===== config.mk =====
export PLATFORM = sky130hd
export DESIGN_NAME = key_event_queue_auto_release
export DESIGN_NICKNAME = d
export VERILOG_FILES = /design/src/sv/keq_pkg.sv /design/src/sv/keq_ram.sv /design/src/sv/key_event_queue_auto_release.sv
export SDC_FILE = /design/constraint.sdc
export NUM_CORES = 2
export LEC_CHECK = 0
export BUFFER_PORTS_ARGS = -buffer_cell sky130_fd_sc_hd__buf_4
export CAP_MARGIN = 20
export CELL_PAD_IN_SITES_DETAIL_PLACEMENT = 1
export CELL_PAD_IN_SITES_GLOBAL_PLACEMENT = 1
export CORE_MARGIN = 2
export CORE_UTILIZATION = 55
export DETAILED_ROUTE_END_ITERATION = 10
export MAX_ROUTING_LAYER = met4
export PLACE_DENSITY = 0.77
export RECOVER_POWER = 100
export SLEW_MARGIN = 20
export SYNTH_ARGS = -nofsm -noshare
export SYNTH_HDL_FRONTEND = slang
export SYNTH_HIERARCHICAL = 1
export SYNTH_SLANG_ARGS = --single-unit

===== constraint.sdc =====
create_clock -name i_clk -period 6.8 [get_ports i_clk]
set_input_delay 0.68 -clock i_clk [delete_from_list [all_inputs] [get_ports i_clk]]
set_output_delay 0.68 -clock i_clk [all_outputs]
set_load 0.02 [all_outputs]

===== src/sv/keq_pkg.sv =====
`timescale 1ns / 1ps
// ----------------------------------------------------------------------------
// Key event queue package
// Shared types and key code constants for the key event queue.
// ----------------------------------------------------------------------------
package keq_pkg;

    localparam logic [7:0] KC_ESC    = 8'h1b;
    localparam logic [7:0] KC_RETURN = 8'h0d;
    localparam logic [7:0] KC_USE    = 8'ha2;
    localparam logic [7:0] KC_SHOOT  = 8'ha3;
    localparam logic [7:0] KC_UP     = 8'had;
    localparam logic [7:0] KC_DOWN   = 8'haf;
    localparam logic [7:0] KC_LEFT   = 8'hac;
    localparam logic [7:0] KC_RIGHT  = 8'hae;

    localparam logic REQ_CHAR = 1'b0;
    localparam logic REQ_GET  = 1'b1;

    localparam logic [15:0] DELAY_RESET = 16'd100;

    typedef enum logic [3:0] {
        ST_IDLE,
        ST_SRCH_RD,
        ST_SRCH_CHK,
        ST_SCHED,
        ST_EXP_RD,
        ST_EXP_CHK,
        ST_POP_RD,
        ST_POP_WAIT
    } t_state;

    // Map a received byte to a key code.
    function automatic logic [7:0] map_char(input logic [7:0] c);
        logic [7:0] k;
        k = c;
        unique case (c)
            8'h71, 8'h51: k = KC_ESC;
            8'h0a, 8'h0d: k = KC_RETURN;
            8'h20:        k = KC_USE;
            8'h6a, 8'h4a: k = KC_SHOOT;
            8'h77, 8'h57: k = KC_UP;
            8'h73, 8'h53: k = KC_DOWN;
            8'h61, 8'h41: k = KC_LEFT;
            8'h64, 8'h44: k = KC_RIGHT;
            default:      k = c;
        endcase
        return k;
    endfunction

endpackage


===== src/sv/keq_ram.sv =====
`timescale 1ns / 1ps
// ----------------------------------------------------------------------------
// Generic RAM
// Single write port, single read port, registered read data.
// ----------------------------------------------------------------------------
module keq_ram #(
    parameter int WIDTH = 8,
    parameter int DEPTH = 16
) (
    input  logic                                          i_clk,
    input  logic                                          i_we,
    input  logic [((DEPTH > 1) ? $clog2(DEPTH) : 1)-1:0] i_waddr,
    input  logic [WIDTH-1:0]                              i_wdata,
    input  logic [((DEPTH > 1) ? $clog2(DEPTH) : 1)-1:0] i_raddr,
    output logic [WIDTH-1:0]                              o_rdata
);

    logic [WIDTH-1:0] r_mem [DEPTH];
    logic [WIDTH-1:0] r_rdata;

    // Write and registered read
    always_ff @(posedge i_clk) begin
        if (i_we) begin
            r_mem[i_waddr] <= i_wdata;
        end
        r_rdata <= r_mem[i_raddr];
    end

    assign o_rdata = r_rdata;

endmodule


===== src/sv/key_event_queue_auto_release.sv =====
`timescale 1ns / 1ps
// ----------------------------------------------------------------------------
// Key event queue with automatic release
// Turns characters into press events with timed releases; serves get beats.
// ----------------------------------------------------------------------------
// Channel | Signals                                     | Direction
// in      | i_valid/o_ready, req_type, char_code, time  | sink
// out     | o_valid/i_ready, event_valid/pressed/key    | source
// cfg     | i_cfg_we, i_cfg_wdata                       | sink
// Character beat: a read and a check per slot searched, then the schedule
// write; a new beat is accepted only once the block is back in idle.
// Get beat: a read and a check per timer, then the pop; the result is
// registered at the end of the pop.
// Reset is synchronous; no clearing pass is needed. A get beat waits in the
// pop step only while the previous result is still held in the output.
// ----------------------------------------------------------------------------
module key_event_queue_auto_release #(
    parameter int TIMER_SLOTS = 32,
    parameter int QUEUE_DEPTH = 64
) (
    input  logic        i_clk,
    input  logic        i_rst_n,
    input  logic        i_valid,
    output logic        o_ready,
    input  logic        i_req_type,
    input  logic [7:0]  i_char_code,
    input  logic [31:0] i_time_ms,
    output logic        o_valid,
    input  logic        i_ready,
    output logic        o_event_valid,
    output logic        o_event_pressed,
    output logic [7:0]  o_event_key,
    input  logic        i_cfg_we,
    input  logic [15:0] i_cfg_wdata
);

    localparam int TW = (TIMER_SLOTS > 1) ? $clog2(TIMER_SLOTS) : 1;
    localparam int QW = $clog2(QUEUE_DEPTH);
    localparam int TCW = $clog2(TIMER_SLOTS + 1);
    localparam int QCW = $clog2(QUEUE_DEPTH + 1);
    localparam logic [TCW-1:0] SLOTS_C = TCW'(TIMER_SLOTS);
    localparam logic [QCW-1:0] DEPTH_C = QCW'(QUEUE_DEPTH);

    keq_pkg::t_state r_state, n_state;
    logic [15:0]    r_delay;
    logic [TCW-1:0] r_tcount, n_tcount;
    logic [TCW-1:0] r_idx, n_idx;     // read index
    logic [TCW-1:0] r_wr, n_wr;       // compacted write index
    logic [QW-1:0]  r_wptr, n_wptr, r_rptr, n_rptr;
    logic [QCW-1:0] r_fill, n_fill;
    logic           r_out_valid, n_out_valid;
    logic [7:0]     r_key;
    logic [31:0]    r_time;
    logic           r_ev_valid, r_ev_pr;
    logic [7:0]     r_ev_key;
    logic           n_ev_valid, n_ev_pr;
    logic [7:0]     n_ev_key;

    logic           t_we;
    logic [TW-1:0]  t_waddr, t_raddr;
    logic [39:0]    t_wdata, t_rdata;
    logic           q_we;
    logic [8:0]     q_wdata, q_rdata;

    logic [31:0]    diff;
    logic           fifo_ok;

    keq_ram #(.WIDTH(40), .DEPTH(TIMER_SLOTS)) u_timer_ram (
        .i_clk(i_clk), .i_we(t_we), .i_waddr(t_waddr), .i_wdata(t_wdata),
        .i_raddr(t_raddr), .o_rdata(t_rdata)
    );

    keq_ram #(.WIDTH(9), .DEPTH(QUEUE_DEPTH)) u_fifo_ram (
        .i_clk(i_clk), .i_we(q_we), .i_waddr(r_wptr), .i_wdata(q_wdata),
        .i_raddr(r_rptr), .o_rdata(q_rdata)
    );

    assign diff    = r_time - t_rdata[31:0];
    assign fifo_ok = (r_fill < DEPTH_C);
    assign t_raddr = r_idx[TW-1:0];

    // Hold configuration
    always_ff @(posedge i_clk) begin
        if (!i_rst_n) begin
            r_delay <= keq_pkg::DELAY_RESET;
        end else if (i_cfg_we) begin
            r_delay <= i_cfg_wdata;
        end
    end

    // Capture the input beat
    always_ff @(posedge i_clk) begin
        if (o_ready && i_valid) begin
            r_key  <= keq_pkg::map_char(i_char_code);
            r_time <= i_time_ms;
        end
    end

    // Advance control state
    always_ff @(posedge i_clk) begin
        if (!i_rst_n) begin
            r_state     <= keq_pkg::ST_IDLE;
            r_tcount    <= '0;
            r_idx       <= '0;
            r_wr        <= '0;
            r_wptr      <= '0;
            r_rptr      <= '0;
            r_fill      <= '0;
            r_out_valid <= 1'b0;
        end else begin
            r_state     <= n_state;
            r_tcount    <= n_tcount;
            r_idx       <= n_idx;
            r_wr        <= n_wr;
            r_wptr      <= n_wptr;
            r_rptr      <= n_rptr;
            r_fill      <= n_fill;
            r_out_valid <= n_out_valid;
        end
    end

    always_ff @(posedge i_clk) begin
        r_ev_valid <= n_ev_valid;
        r_ev_pr    <= n_ev_pr;
        r_ev_key   <= n_ev_key;
    end

    // Next state and datapath updates
    always_comb begin
        n_state     = r_state;
        n_tcount    = r_tcount;
        n_idx       = r_idx;
        n_wr        = r_wr;
        n_wptr      = r_wptr;
        n_rptr      = r_rptr;
        n_fill      = r_fill;
        n_out_valid = r_out_valid && !i_ready;
        n_ev_valid  = r_ev_valid;
        n_ev_pr     = r_ev_pr;
        n_ev_key    = r_ev_key;
        t_we        = 1'b0;
        t_waddr     = r_wr[TW-1:0];
        t_wdata     = t_rdata;
        q_we        = 1'b0;
        q_wdata     = 9'h0;
        unique case (r_state)
            keq_pkg::ST_IDLE: begin
                if (i_valid) begin
                    n_idx = '0;
                    n_wr  = '0;
                    n_state = (i_req_type == keq_pkg::REQ_CHAR) ?
                              keq_pkg::ST_SRCH_RD : keq_pkg::ST_EXP_RD;
                end
            end
            keq_pkg::ST_SRCH_RD: begin
                // Push the press event once, on entry
                if (r_idx == '0 && fifo_ok) begin
                    q_we    = 1'b1;
                    q_wdata = {1'b1, r_key};
                    n_wptr  = (r_wptr == QW'(QUEUE_DEPTH - 1)) ? '0 : r_wptr + 1'b1;
                    n_fill  = r_fill + 1'b1;
                end
                n_state = (r_idx < r_tcount) ? keq_pkg::ST_SRCH_CHK : keq_pkg::ST_SCHED;
            end
            keq_pkg::ST_SRCH_CHK: begin
                if (t_rdata[39:32] == r_key) begin
                    n_state = keq_pkg::ST_SCHED;
                end else begin
                    n_idx   = r_idx + 1'b1;
                    n_state = keq_pkg::ST_SRCH_RD;
                end
            end
            keq_pkg::ST_SCHED: begin
                // Rewrite the matched slot or append
                t_waddr = r_idx[TW-1:0];
                t_wdata = {r_key, r_time + {16'h0, r_delay}};
                if (r_idx < r_tcount) begin
                    t_we = 1'b1;
                end else if (r_tcount < SLOTS_C) begin
                    t_we     = 1'b1;
                    n_tcount = r_tcount + 1'b1;
                end
                n_state = keq_pkg::ST_IDLE;
            end
            keq_pkg::ST_EXP_RD: begin
                n_state = (r_idx < r_tcount) ? keq_pkg::ST_EXP_CHK : keq_pkg::ST_POP_RD;
            end
            keq_pkg::ST_EXP_CHK: begin
                // Drop expired timers, compact the survivors downward
                if (!diff[31]) begin
                    if (fifo_ok) begin
                        q_we    = 1'b1;
                        q_wdata = {1'b0, t_rdata[39:32]};
                        n_wptr  = (r_wptr == QW'(QUEUE_DEPTH - 1)) ? '0 : r_wptr + 1'b1;
                        n_fill  = r_fill + 1'b1;
                    end
                end else begin
                    t_we = (r_wr != r_idx);
                    n_wr = r_wr + 1'b1;
                end
                n_idx   = r_idx + 1'b1;
                n_state = keq_pkg::ST_EXP_RD;
            end
            keq_pkg::ST_POP_RD: begin
                n_tcount = r_wr;
                n_state  = keq_pkg::ST_POP_WAIT;
            end
            keq_pkg::ST_POP_WAIT: begin
                // Hold the pop while the previous result is still waiting
                if (!r_out_valid || i_ready) begin
                    n_out_valid = 1'b1;
                    if (r_fill != '0) begin
                        n_ev_valid = 1'b1;
                        n_ev_pr    = q_rdata[8];
                        n_ev_key   = q_rdata[7:0];
                        n_rptr = (r_rptr == QW'(QUEUE_DEPTH - 1)) ? '0 : r_rptr + 1'b1;
                        n_fill = r_fill - 1'b1;
                    end else begin
                        n_ev_valid = 1'b0;
                        n_ev_pr    = 1'b0;
                        n_ev_key   = 8'h0;
                    end
                    n_state = keq_pkg::ST_IDLE;
                end
            end
            default: n_state = keq_pkg::ST_IDLE;
        endcase
    end

    // Drive handshake outputs
    always_comb begin
        o_ready         = (r_state == keq_pkg::ST_IDLE);
        o_valid         = r_out_valid;
        o_event_valid   = r_ev_valid;
        o_event_pressed = r_ev_pr;
        o_event_key     = r_ev_key;
    end

endmodule

==> results.py <==
metrics = {
    "route": {
        "num_vias": 44900,
        "drt_pass1_iterations": 5,
        "detail_route.wl_per_cell_um": 32.6,
        "via_per_inst": 6.52,
        "drtIter0Drc": 5135,
        "route.met3.wl_mm": 19.3,
        "drc": 0,
        "wirelength_mm": 225,
        "drt-met1-wl_mm": 91.8,
        "dr_wl_met2_mm": 107,
        "highest_layer": "met4",
        "antenna_left": 0,
    },
    "finish": {
        "synthToLayoutAreaGrowth_pct": 11.3,
        "layout_commonest_cell": "edfxtp_1",
        "most-common-layout-cells": "edfxtp_1 (1,906), mux2i_1 (688), nand2_1 (222)",
        "layout-drive-gt1-share_pct": 12.7,
        "nNetsFinal": 4934,
        "num-fill-cells": 12700,
    },
    "worst_setup_path": {
        "critPathBufInv": 3,
        "critical_path.max_stage_delay_ns": 2.36,
        "cp.required_ns": 7.21,
        "slowest_stage": "clkbuf_1",
        "critPathCaptureType": "flip-flop",
        "cpMostUsedCell": "clkbuf_1",
        "start_kind": "flip-flop",
        "crit_chain": "inv_1 -> or3_1 -> clkbuf_1 -> nand2_1 -> o21ai_0 -> clkbuf_1",
        "critical_path_class": "reg2reg",
        "critical_path.max_fanout": 55,
        "crit_family": "buffers and inverters",
        "crit_arrival_ns": 6.50,
    },
    "global_route": {
        "grt_pass1_wl_mm": 328,
        "antenna_found_initial": 18,
        "gr-usage-all-layers_pct": 30.9,
        "overflow": 0,
        "grt_pass1_vias": 46600,
        "grt_max_degree": 139,
    },
    "place": {
        "dp_hpwl_mm": 135,
        "io_buffers": 73,
        "gp_congestion": 0.856,
    },
    "sta": {
        "post-route-period-util_pct": 89.5,
        "max_freq_mhz": 164,
        "finalSetupViolCount": 0,
        "slew_headroom_pct": -118,
        "rsz0062_at_grt": "false",
        "finalSetupTns_ns": 0,
        "hold_viol": 0,
        "slew_viol_final": 1485,
        "skew_ns": 0.0683,
        "fin_crit_ns": 6.09,
        "worst_pin_slew_ns": 3.27,
    },
    "clocking": {
        "clk_latency_ns": 0.85,
        "cts-resized-gates": 0,
        "cts_tree": "done",
        "cts_root_buf": "clkbuf_16",
        "clock_sink_count": 2012,
        "cts_buffer_depth": 3,
        "cts_inserted_buffers": 199,
        "path_clk_slew_ns": 0.06,
        "h-tree-depth": 4,
    },
    "power_and_ir_drop": {
        "p_per_area_nw_per_um2": 319,
        "p_total_w": 0.0286,
        "vdd_drop_max_uv": 257,
        "p_leak_nw": 28.6,
    },
    "synthesis": {
        "ys.flop_type": "edfxtp_1",
        "synthesis.area_sq_um": 80500,
        "synthArstFlopShare_pct": 0,
        "yosysWarnings": 6,
        "synth_cell_types": 83,
        "synth_edf_count": 1906,
        "ys_ff_latch": 2012,
        "syn_area_per_cell_sq_um": 17.3,
        "postSynthNetCount": 4774,
        "yosysSeqAreaShare_pct": 73.7,
        "netlist_instances": 4648,
    },
    "floorplan": {
        "ioPinCount": 74,
        "die_y_um": 387,
        "row_count": 140,
        "coreArea_sq_um": 146000,
        "floorplan.initialDensity_pct": 55.3,
        "dieArea_sq_um": 149000,
        "die_w_um": 387,
    },
    "job": {
        "drv_cap": 32,
    },
    "status": {
        "status": "complete, but fails checks",
        "violations": "max-capacitance violations, max-slew violations",
    },
    "hold_path": {
        "hold_path.class": "in2reg",
    },
}
flip-flops by register name, summed over array words and instances, names as in the netlist, 6 cells and up:
register / flops
r_wptr: 6
r_wr: 6
u_timer_ram/r_mem: 1280
u_timer_ram/o_rdata: 40
r_tcount: 6
r_key: 8
r_time: 32
u_fifo_ram/r_mem: 576
o_event_key: 8
r_fill: 7
r_delay: 16
u_fifo_ram/o_rdata: 9
r_idx: 6
r_rptr: 6
worst paths after layout:
path                      from                        to  slack, ns  depth (start not counted)
setup / recovery    r_state[0]  u_timer_ram/r_mem[1][28]       0.71                          6
setup reg to reg    r_state[0]  u_timer_ram/r_mem[1][28]       0.71                          6
hold / removal    i_time_ms[7]                 r_time[7]       0.07                          1
hold reg to reg     r_delay[5]                r_delay[5]       0.51                          2
power by group:
part           internal, W  switching (W)  total (W)
Sequential          0.0144       0.000149     0.0145
Clock              0.00599        0.00473     0.0107
Combinational      0.00105        0.00232    0.00337
kinds of logic after synthesis:
group | count (synthesis) | synth area share [%]
DFF | 2012 | 73.7
muxes | 856 | 13.1
and+or+nand+nor | 757 | 4.44
AOI/OAI and AO/OA | 600 | 5.07
buffers and inverters | 297 | 2.01
adders and majority gates | 64 | 1.01
xor gates and xnor gates | 62 | 0.684
timing repair:
| action | 4_1_cts | 5_1_grt |
|---|---|---|
| buffers inserted | 0 | 0 |
| hold buffers | 12 | 0 |
| endpoints found under the hold margin | 12 | 0 |
layer usage:
layer / vias up / GRT usage, %
met1: 23600 / 42.4
met2: 2257 / 47.3
li1: 18700 / -
met5: - / -
met3: 367 / 5.75
met4: 0 / 10.0
cell type report:
class | count | area (sq um) | share of cell area (%)
Clock buffer | 271 | 5510 | 6.15
Inverter | 55 | 206 | 0.230
Multi-Input combinational cell | 2339 | 19800 | 22.1
Sequential cell | 2012 | 59400 | 66.3
Timing Repair Buffer | 201 | 1430 | 1.59
Antenna cell | 10 | 25.0 | 0.0279
Tap cell | 1917 | 2400 | 2.68
Clock inverter | 90 | 832 | 0.929
metrics by stage:
| stage | hold WS (ns) | util, % | std cells | worst slack [ns] | area (sq um) |
|---|---|---|---|---|---|
| global placement | 0.489 | 57.3 | 6509 | 1.81 | 83400 |
| floorplan | 0.449 | - | 4648 | 1.97 | 80500 |
| global route | 0.0399 | 61.5 | 6894 | 0.499 | 89600 |
| CTS | 0.000270 | 61.7 | 6883 | 1.41 | 89900 |
| detailed placement | 0.491 | 57.3 | 6510 | 1.57 | 83400 |
| finish | 0.0668 | 61.5 | 6895 | 0.711 | 89600 |
synth_stat cells, types with 7 or more instances:
master / count / area, sq um
edfxtp_1: 1906 / 57200
mux2i_1: 688 / 6890
nand2_1: 223 / 837
a21oi_1: 168 / 841
nor2_1: 157 / 589
nand3_1: 155 / 776
mux4_2: 143 / 3220
a22oi_1: 139 / 1040
clkbuf_1: 110 / 413
dfxtp_1: 106 / 2120
a22o_1: 89 / 780
ha_1: 62 / 776
o21ai_0: 58 / 290
nor3_1: 57 / 285
inv_1: 53 / 199
a31oi_1: 46 / 288
buf_2: 46 / 230
nor2b_1: 44 / 275
xnor2_1: 38 / 333
buf_6: 36 / 405
buf_4: 32 / 240
and2_1: 23 / 144
xor2_1: 23 / 201
nand4_1: 20 / 125
mux2_2: 17 / 191
nand2b_1: 17 / 106
a21o_1: 16 / 120
buf_1: 12 / 45.0
and3_1: 10 / 62.6
o211ai_1: 9 / 67.6
o22ai_1: 9 / 56.3
mux4_1: 8 / 210
nand3b_1: 8 / 60.1
or3_1: 8 / 50.1
o21bai_1: 7 / 52.6
No activity file was read; power rests on OpenSTA's default activity.
